**config.mk**
```make
export PLATFORM = sky130hd
export DESIGN_NAME = packet_receive_reorder_buffer_unit
export DESIGN_NICKNAME = d
export VERILOG_FILES = /design/src/design/prrb_pkg.sv /design/src/design/packet_receive_reorder_buffer_unit.sv /design/src/design/prrb_ram.sv /design/src/design/prrb_ctrl.sv /design/src/design/prrb_dp.sv
export SDC_FILE = /design/constraint.sdc
export NUM_CORES = 2
export LEC_CHECK = 0
export BUFFER_PORTS_ARGS = -buffer_cell sky130_fd_sc_hd__buf_2
export CAP_MARGIN = 25
export CORE_MARGIN = 1
export CORE_UTILIZATION = 55
export DETAILED_ROUTE_END_ITERATION = 12
export GPL_ROUTABILITY_DRIVEN = 0
export PLACE_DENSITY = 0.77
export SLEW_MARGIN = 20
export SYNTH_ARGS = -nofsm -noshare
export SYNTH_HDL_FRONTEND = slang
export SYNTH_HIERARCHICAL = 1
export SYNTH_SLANG_ARGS = --single-unit
```
**constraint.sdc**
```tcl
create_clock -name clk -period 27.2 [get_ports clk]
set_clock_uncertainty 0.2 [all_clocks]
set_input_delay 1.36 -clock clk [delete_from_list [all_inputs] [get_ports clk]]
set_output_delay 1.36 -clock clk [all_outputs]
set_load 0.02 [all_outputs]
```
**src/design/prrb_pkg.sv**
```systemverilog
package prrb_pkg;

	localparam int BUF_DEPTH = 32;
	localparam int IDX_W     = $clog2(BUF_DEPTH);
	localparam int CNT_W     = $clog2(BUF_DEPTH + 1);
	localparam int WIN_W     = 6;
	localparam logic [WIN_W-1:0] WIN_RESET = WIN_W'(32);

	typedef enum logic [1:0] {
		RS_ACCEPTED  = 2'd0,
		RS_DROPPED   = 2'd1,
		RS_DUPLICATE = 2'd2,
		RS_BUFFERED  = 2'd3
	} res_status_t;

	typedef struct packed {
		logic [31:0] seq;
		logic        syn_flag;
		logic        data_flag;
		logic        has_data;
		logic [31:0] payload;
	} pkt_t;

	typedef struct packed {
		logic [1:0]  status;
		logic        deliver_valid;
		logic [31:0] deliver_seq;
		logic [31:0] payload_out;
		logic        ack_send;
		logic [31:0] ack_number;
		logic        last;
	} res_t;

	// one reorder slot as held in the RAM
	typedef struct packed {
		logic [31:0] seq;
		logic        has_data;
		logic [31:0] payload;
	} slot_t;

	typedef enum logic [2:0] {
		S_IDLE,
		S_EVAL,
		S_SCAN,
		S_FIRST,
		S_DRAIN
	} state_t;

	typedef struct packed {
		logic capture;
		logic eval_load;
		logic scan_init;
		logic scan_step;
		logic scan_done;
		logic first_load;
		logic drain_load;
	} cmd_t;

	typedef struct packed {
		logic in_order;
		logic out_free;
		logic scan_more;
		logic cnt_zero;
		logic cnt_one;
	} stat_t;

	// BUF_DEPTH is a power of two, so this is a mask
	function automatic logic [IDX_W-1:0] slot_idx(input logic [31:0] s);
		logic [31:0] r;
		r = s % BUF_DEPTH;
		return r[IDX_W-1:0];
	endfunction

endpackage

```
**src/design/packet_receive_reorder_buffer_unit.sv**
```systemverilog
// Packet receive reorder buffer.
// Dropped, duplicate, buffered or non-DATA packets: one result, registered from the EVAL
// state once the output is free; a new packet is taken only after the return to IDLE.
// In-order DATA with n stored successors: chain walk through the slot RAM read port,
// then n+1 results one per cycle while results are taken.
// Reset: expected number 0, window 32, all slot valid bits cleared; no clearing pass.
module packet_receive_reorder_buffer_unit (
	input  logic                       clk,
	input  logic                       arst_n,
	input  logic                       pkt_valid,
	output logic                       pkt_ready,
	input  prrb_pkg::pkt_t             pkt,
	output logic                       res_valid,
	input  logic                       res_ready,
	output prrb_pkg::res_t             res,
	input  logic                       cfg_valid,
	output logic                       cfg_ready,
	input  logic [prrb_pkg::WIN_W-1:0] cfg_data
);

	prrb_pkg::cmd_t  cmd;
	prrb_pkg::stat_t stat;

	assign cfg_ready = 1'b1;

	prrb_ctrl u_ctrl (
		.clk      (clk),
		.arst_n   (arst_n),
		.pkt_valid(pkt_valid),
		.pkt_ready(pkt_ready),
		.stat     (stat),
		.cmd      (cmd)
	);

	prrb_dp u_dp (
		.clk      (clk),
		.arst_n   (arst_n),
		.pkt      (pkt),
		.cfg_valid(cfg_valid),
		.cfg_data (cfg_data),
		.cmd      (cmd),
		.stat     (stat),
		.res_valid(res_valid),
		.res_ready(res_ready),
		.res      (res)
	);

endmodule

```
**src/design/prrb_ram.sv**
```systemverilog
module prrb_ram #(
	parameter int WIDTH = 8,
	parameter int DEPTH = 32
) (
	input  logic                     clk,
	input  logic                     we,
	input  logic [$clog2(DEPTH)-1:0] waddr,
	input  logic [WIDTH-1:0]         wdata,
	input  logic [$clog2(DEPTH)-1:0] raddr,
	output logic [WIDTH-1:0]         rdata
);

	logic [WIDTH-1:0] mem_q [DEPTH];

	always_ff @(posedge clk) begin
		if (we) begin
			mem_q[waddr] <= wdata;
		end
		rdata <= mem_q[raddr];
	end

endmodule

```
**src/design/prrb_ctrl.sv**
```systemverilog
module prrb_ctrl (
	input  logic            clk,
	input  logic            arst_n,
	input  logic            pkt_valid,
	output logic            pkt_ready,
	input  prrb_pkg::stat_t stat,
	output prrb_pkg::cmd_t  cmd
);

	prrb_pkg::state_t state_q, state_d;

	always_ff @(posedge clk or negedge arst_n) begin
		if (!arst_n) begin
			state_q <= prrb_pkg::S_IDLE;
		end else begin
			state_q <= state_d;
		end
	end

	always_comb begin
		state_d = state_q;
		unique case (state_q)
			prrb_pkg::S_IDLE: begin
				if (pkt_valid) state_d = prrb_pkg::S_EVAL;
			end
			prrb_pkg::S_EVAL: begin
				if (stat.in_order) state_d = prrb_pkg::S_SCAN;
				else if (stat.out_free) state_d = prrb_pkg::S_IDLE;
			end
			prrb_pkg::S_SCAN: begin
				if (!stat.scan_more) state_d = prrb_pkg::S_FIRST;
			end
			prrb_pkg::S_FIRST: begin
				if (stat.out_free) begin
					state_d = stat.cnt_zero ? prrb_pkg::S_IDLE : prrb_pkg::S_DRAIN;
				end
			end
			prrb_pkg::S_DRAIN: begin
				if (stat.out_free && stat.cnt_one) state_d = prrb_pkg::S_IDLE;
			end
			default: state_d = prrb_pkg::S_IDLE;
		endcase
	end

	always_comb begin
		cmd       = '0;
		pkt_ready = 1'b0;
		unique case (state_q)
			prrb_pkg::S_IDLE: begin
				pkt_ready   = 1'b1;
				cmd.capture = pkt_valid;
			end
			prrb_pkg::S_EVAL: begin
				cmd.scan_init = stat.in_order;
				cmd.eval_load = !stat.in_order && stat.out_free;
			end
			prrb_pkg::S_SCAN: begin
				cmd.scan_step = stat.scan_more;
				cmd.scan_done = !stat.scan_more;
			end
			prrb_pkg::S_FIRST: begin
				cmd.first_load = stat.out_free;
			end
			prrb_pkg::S_DRAIN: begin
				cmd.drain_load = stat.out_free;
			end
			default: begin
				cmd = '0;
			end
		endcase
	end

endmodule

```
**src/design/prrb_dp.sv**
```systemverilog
module prrb_dp (
	input  logic                           clk,
	input  logic                           arst_n,
	input  prrb_pkg::pkt_t                 pkt,
	input  logic                           cfg_valid,
	input  logic [prrb_pkg::WIN_W-1:0]     cfg_data,
	input  prrb_pkg::cmd_t                 cmd,
	output prrb_pkg::stat_t                stat,
	output logic                           res_valid,
	input  logic                           res_ready,
	output prrb_pkg::res_t                 res
);

	prrb_pkg::pkt_t                   pkt_q;
	logic [31:0]                      exp_q;
	logic [31:0]                      walk_q;
	logic [prrb_pkg::CNT_W-1:0]       cnt_q;
	logic [prrb_pkg::WIN_W-1:0]       win_q;
	logic [prrb_pkg::BUF_DEPTH-1:0]   valid_q;
	prrb_pkg::res_t                   res_q;
	logic                             res_valid_q;

	logic [prrb_pkg::WIN_W-1:0]       win;
	logic                             over;
	logic [31:0]                      exp_syn;
	logic                             is_dup;
	logic                             is_store;
	logic [1:0]                       st_single;
	logic                             ram_we;
	logic [prrb_pkg::IDX_W-1:0]       waddr;
	logic [prrb_pkg::IDX_W-1:0]       raddr;
	prrb_pkg::slot_t                  wslot;
	prrb_pkg::slot_t                  rslot;
	logic [$bits(prrb_pkg::slot_t)-1:0] rbits;
	logic [prrb_pkg::IDX_W-1:0]       walk_idx;
	logic                             out_free;

	assign win = (win_q > prrb_pkg::WIN_W'(prrb_pkg::BUF_DEPTH))
		? prrb_pkg::WIN_W'(prrb_pkg::BUF_DEPTH) : win_q;

	// 33-bit compare, no wrap of expected + window
	assign over = {1'b0, pkt_q.seq} > ({1'b0, exp_q} + 33'(win));

	assign exp_syn = (pkt_q.syn_flag && exp_q <= pkt_q.seq) ? pkt_q.seq + 32'd1 : exp_q;
	assign is_dup   = pkt_q.seq < exp_syn;
	assign is_store = pkt_q.seq > exp_syn;

	always_comb begin
		if (over) st_single = prrb_pkg::RS_DROPPED;
		else if (!pkt_q.data_flag) st_single = prrb_pkg::RS_ACCEPTED;
		else if (is_dup) st_single = prrb_pkg::RS_DUPLICATE;
		else st_single = prrb_pkg::RS_BUFFERED;
	end

	assign out_free = !res_valid_q || res_ready;
	assign walk_idx = prrb_pkg::slot_idx(walk_q);

	assign rslot = prrb_pkg::slot_t'(rbits);

	assign stat.in_order  = !over && pkt_q.data_flag && !is_dup && !is_store;
	assign stat.out_free  = out_free;
	assign stat.scan_more = valid_q[walk_idx] && rslot.seq == walk_q
		&& cnt_q != prrb_pkg::CNT_W'(prrb_pkg::BUF_DEPTH);
	assign stat.cnt_zero  = cnt_q == '0;
	assign stat.cnt_one   = cnt_q == prrb_pkg::CNT_W'(1);

	// read address runs one step ahead so rdata matches walk_q next cycle
	always_comb begin
		if (cmd.scan_init) raddr = prrb_pkg::slot_idx(pkt_q.seq + 32'd1);
		else if (cmd.scan_step || cmd.drain_load) raddr = prrb_pkg::slot_idx(walk_q + 32'd1);
		else raddr = walk_idx;
	end

	assign ram_we = cmd.eval_load && !over && pkt_q.data_flag && is_store;
	assign waddr  = prrb_pkg::slot_idx(pkt_q.seq);
	assign wslot  = '{seq: pkt_q.seq, has_data: pkt_q.has_data, payload: pkt_q.payload};

	prrb_ram #(
		.WIDTH($bits(prrb_pkg::slot_t)),
		.DEPTH(prrb_pkg::BUF_DEPTH)
	) u_slot_ram (
		.clk  (clk),
		.we   (ram_we),
		.waddr(waddr),
		.wdata(wslot),
		.raddr(raddr),
		.rdata(rbits)
	);

	always_ff @(posedge clk) begin
		if (cmd.capture) pkt_q <= pkt;
	end

	always_ff @(posedge clk or negedge arst_n) begin
		if (!arst_n) begin
			win_q <= prrb_pkg::WIN_RESET;
		end else if (cfg_valid) begin
			win_q <= cfg_data;
		end
	end

	always_ff @(posedge clk or negedge arst_n) begin
		if (!arst_n) begin
			exp_q   <= '0;
			valid_q <= '0;
		end else begin
			if (cmd.eval_load && !over) exp_q <= exp_syn;
			if (cmd.scan_done) exp_q <= walk_q;
			if (ram_we) valid_q[waddr] <= 1'b1;
			if (cmd.drain_load) valid_q[walk_idx] <= 1'b0;
		end
	end

	always_ff @(posedge clk) begin
		if (cmd.scan_init) begin
			walk_q <= pkt_q.seq + 32'd1;
			cnt_q  <= '0;
		end else if (cmd.scan_step) begin
			walk_q <= walk_q + 32'd1;
			cnt_q  <= cnt_q + prrb_pkg::CNT_W'(1);
		end else if (cmd.scan_done) begin
			walk_q <= pkt_q.seq + 32'd1;
		end else if (cmd.drain_load) begin
			walk_q <= walk_q + 32'd1;
			cnt_q  <= cnt_q - prrb_pkg::CNT_W'(1);
		end
	end

	always_ff @(posedge clk or negedge arst_n) begin
		if (!arst_n) begin
			res_valid_q <= 1'b0;
		end else if (cmd.eval_load || cmd.first_load || cmd.drain_load) begin
			res_valid_q <= 1'b1;
		end else if (res_ready) begin
			res_valid_q <= 1'b0;
		end
	end

	always_ff @(posedge clk) begin
		if (cmd.eval_load) begin
			res_q.status        <= st_single;
			res_q.deliver_valid <= 1'b0;
			res_q.deliver_seq   <= '0;
			res_q.payload_out   <= '0;
			res_q.ack_send      <= !over && (pkt_q.syn_flag || pkt_q.data_flag);
			res_q.ack_number    <= over ? exp_q : exp_syn;
			res_q.last          <= 1'b1;
		end else if (cmd.first_load) begin
			res_q.status        <= prrb_pkg::RS_ACCEPTED;
			res_q.deliver_valid <= pkt_q.has_data;
			res_q.deliver_seq   <= pkt_q.seq;
			res_q.payload_out   <= pkt_q.has_data ? pkt_q.payload : '0;
			res_q.ack_send      <= 1'b1;
			res_q.ack_number    <= exp_q;
			res_q.last          <= cnt_q == '0;
		end else if (cmd.drain_load) begin
			res_q.status        <= prrb_pkg::RS_ACCEPTED;
			res_q.deliver_valid <= rslot.has_data;
			res_q.deliver_seq   <= rslot.seq;
			res_q.payload_out   <= rslot.has_data ? rslot.payload : '0;
			res_q.ack_send      <= 1'b1;
			res_q.ack_number    <= exp_q;
			res_q.last          <= cnt_q == prrb_pkg::CNT_W'(1);
		end
	end

	assign res_valid = res_valid_q;
	assign res       = res_q;

endmodule

```
# Yosys cells after proc, flatten, opt, wreduce, memory -nomap -nowiden
# Memory sizes are Yosys's and may differ from the RTL's. A register that Yosys moved wholly into a read port is not among the register bits.
# Index checks and enable logic that the tools add are counted.
[word_totals]
ram_bits = 2080
output_inout_bits = 104
mem_count = 1
ff_bits = 280
[memory_table]
columns = ["memory", "depth", "word_bits", "read_ports", "rd_ports_with_merged_regs", "wr", "line", "text"]
rows = [
  ["u_dp.u_slot_ram.mem_q", 32, 65, 1, 1, 1, "prrb_ram.sv:13", "logic [WIDTH-1:0] mem_q [DEPTH];"],
]
[op_classes]
mux = 48
bitwise = 3
eq_ne = 13
n_addsub = 5
n_reduce_logical = 35
magnitude_cmp = 9
[ops]
columns = ["op", "n"]
rows = [
  ["32-bit 2-to-1 mux", 12],
  ["101-bit 2-to-1 mux", 3],
  ["32-bit by 1-bit adder with 32-bit output (second input constant)", 2],
  ["32-bit by 6-bit adder with 33-bit output", 1],
  ["32-bit by 33-bit greater-than comparator with 1-bit output", 1],
  ["32-bit bitwise AND", 1],
  ["32-bit equality test", 1],
  ["32-bit greater-than comparator", 1],
  ["32-bit less-or-equal comparator", 1],
  ["32-bit < comparator", 1],
  ["32-bit NOT", 1],
  ["32-bit bitwise OR", 1],
  ["6-bit 2-to-1 mux", 4],
  ["3-bit 2-to-1 mux", 7],
  ["3-bit case mux with 5 select lines", 1],
  ["1-bit logical AND", 14],
  ["5-bit by 6-bit < comparator with 1-bit output (second input constant)", 2],
  ["1-bit 2-to-1 mux", 12],
  ["1-bit demux with 5-bit select", 2],
  ["5-bit by 1-bit >= comparator with 1-bit output (second input constant)", 2],
  ["5-bit 2-to-1 mux", 2],
  ["2-bit 2-to-1 mux", 4],
  ["2-bit nonzero test", 4],
  ["6-bit by 1-bit adder with 6-bit output (second input constant)", 1],
  ["19 further kinds", 32],
]

# Depth between registers and ports, before layout
[depth]
ltp_word = 17
mapped_depth = 37
depth_no_buf = 26

# Hierarchy
# The synthesis kept the hierarchy.
[by_module_without_submodules]
columns = ["mod", "cells_per_inst", "area_each_um2", "seq_area_each_um2", "n_inst"]
rows = [
  ["prrb_ram", 3147, 80194.4, 63761.2, 1],
  ["prrb_dp", 1637, 16350.7, 7243.2, 1],
  ["prrb_ctrl", 27, 247.7, 75.1, 1],
  ["packet_receive_reorder_buffer_unit", 2, 11.3, 0.0, 1],
]

# Worst setup path before layout
# OpenSTA, ideal clock, no wires.
[synth_path]
kind = "register to register"
from = "register u_dp/pkt_q[39] (netlist bit)"
to = "memory u_dp/u_slot_ram/mem_q[12][0] (netlist bit) (enable)"
arrival_time_ps = 8946
setup_time_ps = 489
path_slack_ps = 17565
path_stages_with_launch = 30
path_cell_list = "edfxtp_1 buf_2 inv_1 ha_1 a21oi_1 o21ai_0 a221o_1 o31a_1 nor3_1 nand2b_1 clkbuf_1 buf_2 buf_2 mux2i_1 ha_1 a21o_1 a21o_1 a21o_1 a211oi_1 nand2b_1 a31oi_1 nor4b_1 nor4_1 clkbuf_1 o21ai_1 nor3_2 and3_1 or3b_2 clkbuf_1 nor2_1"
[synth_lines]
columns = ["item", "line", "text"]
rows = [
  ["start: declaration", "prrb_dp.sv:14", "prrb_pkg::pkt_t pkt_q;"],
  ["start signal: assignment", "prrb_dp.sv:91", "if (cmd.capture) pkt_q <= pkt;"],
  ["end: declaration", "prrb_ram.sv:13", ""],
]

==> results.sh <==
export IMPL_status="completed"
export IMPL_timing_rr_start="u_dp/pkt_q[40]"
export IMPL_synth_simple_area_share=0.0323
export IMPL_syn_nets=5006
export IMPL_hold_violations=0
export IMPL_grt_max_degree=148
export IMPL_hold_class="register to register"
export IMPL_cts_inserted_buffers=224
export IMPL_async_reset_ff_frac=0.0305
export IMPL_cp_end_kind="register"
export IMPL_peakVddDrop_mv=0.0664
export IMPL_place_area_um2=101000
export IMPL_synth_warnings=6
export IMPL_ctsResizeCount=0
export IMPL_fin_crit_sh=0.447
export IMPL_hpwl_mm=136
export IMPL_grt_pass1_wl_mm=379
export IMPL_crit_path_max_incr_delay_ns=0.90
export IMPL_h_tree_depth=4
export IMPL_ctsHoldBuffers=0
export IMPL_synthAdderAreaFrac=0.0149
export IMPL_drcViolationCount=0
export IMPL_gr_max_usage_layer="met2"
export IMPL_synth_top_family_by_area="multiplexers"
export IMPL_insertion_delay_ns=0.88
export IMPL_initial_core_util=0.555
export IMPL_routed_wl_mm=267
export IMPL_layout_drive_gt1_share=0.281
export IMPL_ys_seq_area_frac=0.734
export IMPL_clk_pin_slew_ns=0.07
export IMPL_first_global_vias=52400
export IMPL_critPathRequiredTime_ns=27.76
export IMPL_final_fill_count=11300
export IMPL_met2_usage=0.473
export IMPL_rsz0062_at_grt="no"
export IMPL_fin_util=0.624
export IMPL_vias_per_cell=6.82
export IMPL_synth_ff_type="edfxtp_1"
export IMPL_wl_per_cell_um=34.9
export IMPL_met1_usage=0.396
export IMPL_core_area_um2=174000
export IMPL_io_buffers=180
export IMPL_worstMarginPinSlew_ns=1.16
export IMPL_muxShareOfSynthArea=0.162
export IMPL_grt_antenna_before_repair=10
export IMPL_cts_tree="built"
export IMPL_clkSinkCount=2425
export IMPL_crit_slowest_cell="nand2b_4"
export IMPL_fin_crit_ns=12.15
export IMPL_yosysUniqueCellTypes=80
export IMPL_worst_slack_ns=15.05
export IMPL_synth_edf_count=2214
export IMPL_cp_max_fo=103
export IMPL_p_per_area_nw_per_um2=79.0
export IMPL_ioPinCount=182
export IMPL_p_total_mw=8.60
export IMPL_crit_path_frequent_cell="buf_4"
export IMPL_rrSetupSlack_ns=15.05
export IMPL_grt_overflow=0
export IMPL_drv_slew=0
export IMPL_reg2reg_depth=29
export IMPL_crit_path_start_kind="register"
export IMPL_drt_first_pass_iters=6
export IMPL_syn_avg_cell_area_um2=20.1
export IMPL_max_cap_violations=0
export IMPL_met3_usage=0.0689
export IMPL_dieWidth_um=422
export IMPL_ys_ff_latch=2425
export IMPL_rows=153
export IMPL_die_h_um=422
export IMPL_root_buffer="clkbuf_16"
export IMPL_setup_viol=0
export IMPL_setup_tns_final_ns=0
export IMPL_grt_use_total=0.301
export IMPL_synthXorXnorAreaFrac=0.0117
export IMPL_ant_nets=0
export IMPL_r2r_end="u_dp/u_slot_ram/rdata[13]"
export IMPL_dpl_worst_slack_ns=14.81
export IMPL_synth_cells=4813
export IMPL_cts_max_path_buffers=3
export IMPL_layout_commonest_cell="edfxtp_1"
export IMPL_cts_setup_buffers=0
export IMPL_hold_depth=2
export IMPL_area_growth_pct=12.5
export IMPL_synth_compound_area_frac=0.0299
export IMPL_vias=52000
export IMPL_layout_common_cells="edfxtp_1, mux4_2, clkbuf_16"
export IMPL_nets=5297
export IMPL_stdcell_area_um2=109000
export IMPL_critPathKind="register to register"
export IMPL_min_delay_start="u_dp/res[62]"
export IMPL_drtIter0Drc=7485
export IMPL_leakage_nw=35.3
export IMPL_arrival_ns=12.71
export IMPL_fmax_ghz=0.0823
export IMPL_die_area_um2=178000
export IMPL_slew_headroom=0.225
export IMPL_syn_area_um2=96800
export IMPL_holdPathEnd="u_dp/res[62]"
==> layout make-up <==
class                   instances  area, um^2  area share
flip-flops and latches       2425       71100       0.653
well taps                    2325        2910      0.0267
diodes                          5        12.5    0.000115
clock inverters               113        1470      0.0135
clock buffers                 310        6250      0.0574
repair buffers                337        2290      0.0210
inverters                      57         215     0.00198
multi-input cells            2059       24600       0.226
==> routing by layer <==
metal | vias to the layer above | part of all wire
li1 | 20400 | -
met1 | 26900 | 0.35
met2 | 3935 | 0.47
met3 | 765 | 0.12
met4 | 8 | 0.059
met5 | - | 0.00020
==> power breakdown <==
group	internal, mW	switching (mW)	leakage (nW)	total [mW]
clock network	1.88	1.41	3.77	3.28
registers	4.31	0.145	22.0	4.45
logic	0.270	0.597	9.52	0.867
total	6.45	2.15	35.3	8.60
==> stage by stage <==
stage | instances | hold WS, ns
finish | 7631 | 0.296
detailed placement | 7194 | 0.288
CTS | 7617 | 0.299
global route | 7631 | 0.316
global placement | 7190 | 0.282
floorplan | 4813 | 0.271
==> sequential cells by signal, summed over array words and instances (netlist names) <==
signal                 count
u_dp/u_slot_ram/mem_q   2080
u_dp/res                 101
u_dp/pkt_q                67
u_dp/u_slot_ram/rdata     65
u_dp/exp_q                32
u_dp/valid_q              32
u_dp/walk_q               32
u_dp/cnt_q                 6
u_dp/win_q                 6
u_ctrl/state_q             3
u_dp/res_valid             1
==> cells in the mapped netlist (51+ instances only) <==
cell,count,area share
a211oi_1,73,0.0057
a21oi_1,136,0.0070
buf_2,88,0.0045
clkbuf_1,144,0.0056
dfrtp_1,73,0.019
dfxtp_1,137,0.028
edfxtp_1,2214,0.69
ha_1,114,0.015
inv_1,57,0.0022
mux2_2,82,0.0095
mux2i_1,75,0.0078
mux4_2,621,0.14
nand2_1,77,0.0030
nor2_1,203,0.0079
nor2b_1,51,0.0033
nor3_1,71,0.0037
xnor2_1,99,0.0090
==> logic make-up (layout without fill, tap and decap cells) <==
group,Yosys count,after routing
DFF,2425,2425
muxes,778,778
buffers and inverters,329,817
adders and majority gates,115,115
other,1,6
xor gates and xnor gates,129,129
and+or+nand+nor,601,601
AOI/OAI and AO/OA,435,435
==> critical path: cells and delay by family, from the launching register on <==
kind,cells,cell delay [ns]
DFF,1,0.32
AOI/OAI and AO/OA,6,1.77
and+or+nand+nor,10,3.39
adders and majority gates,2,0.68
muxes,4,1.62
buffers and inverters,7,3.67
==> how the worst max path moves through the flow <==
stage,from,to,slack (ns)
detailed placement,u_dp/pkt_q[50],u_dp/u_slot_ram/rdata[63],14.81
global route,u_dp/pkt_q[40],u_dp/u_slot_ram/rdata[13],14.16
global placement,u_dp/pkt_q[50],u_dp/u_slot_ram/rdata[10],14.99
CTS,u_dp/pkt_q[50],u_dp/u_slot_ram/rdata[9],14.61
finish,u_dp/pkt_q[40],u_dp/u_slot_ram/rdata[13],15.05
floorplan,u_dp/pkt_q[39],u_dp/u_slot_ram/mem_q[12][0],17.57
No activity file was read; power rests on OpenSTA's default activity.
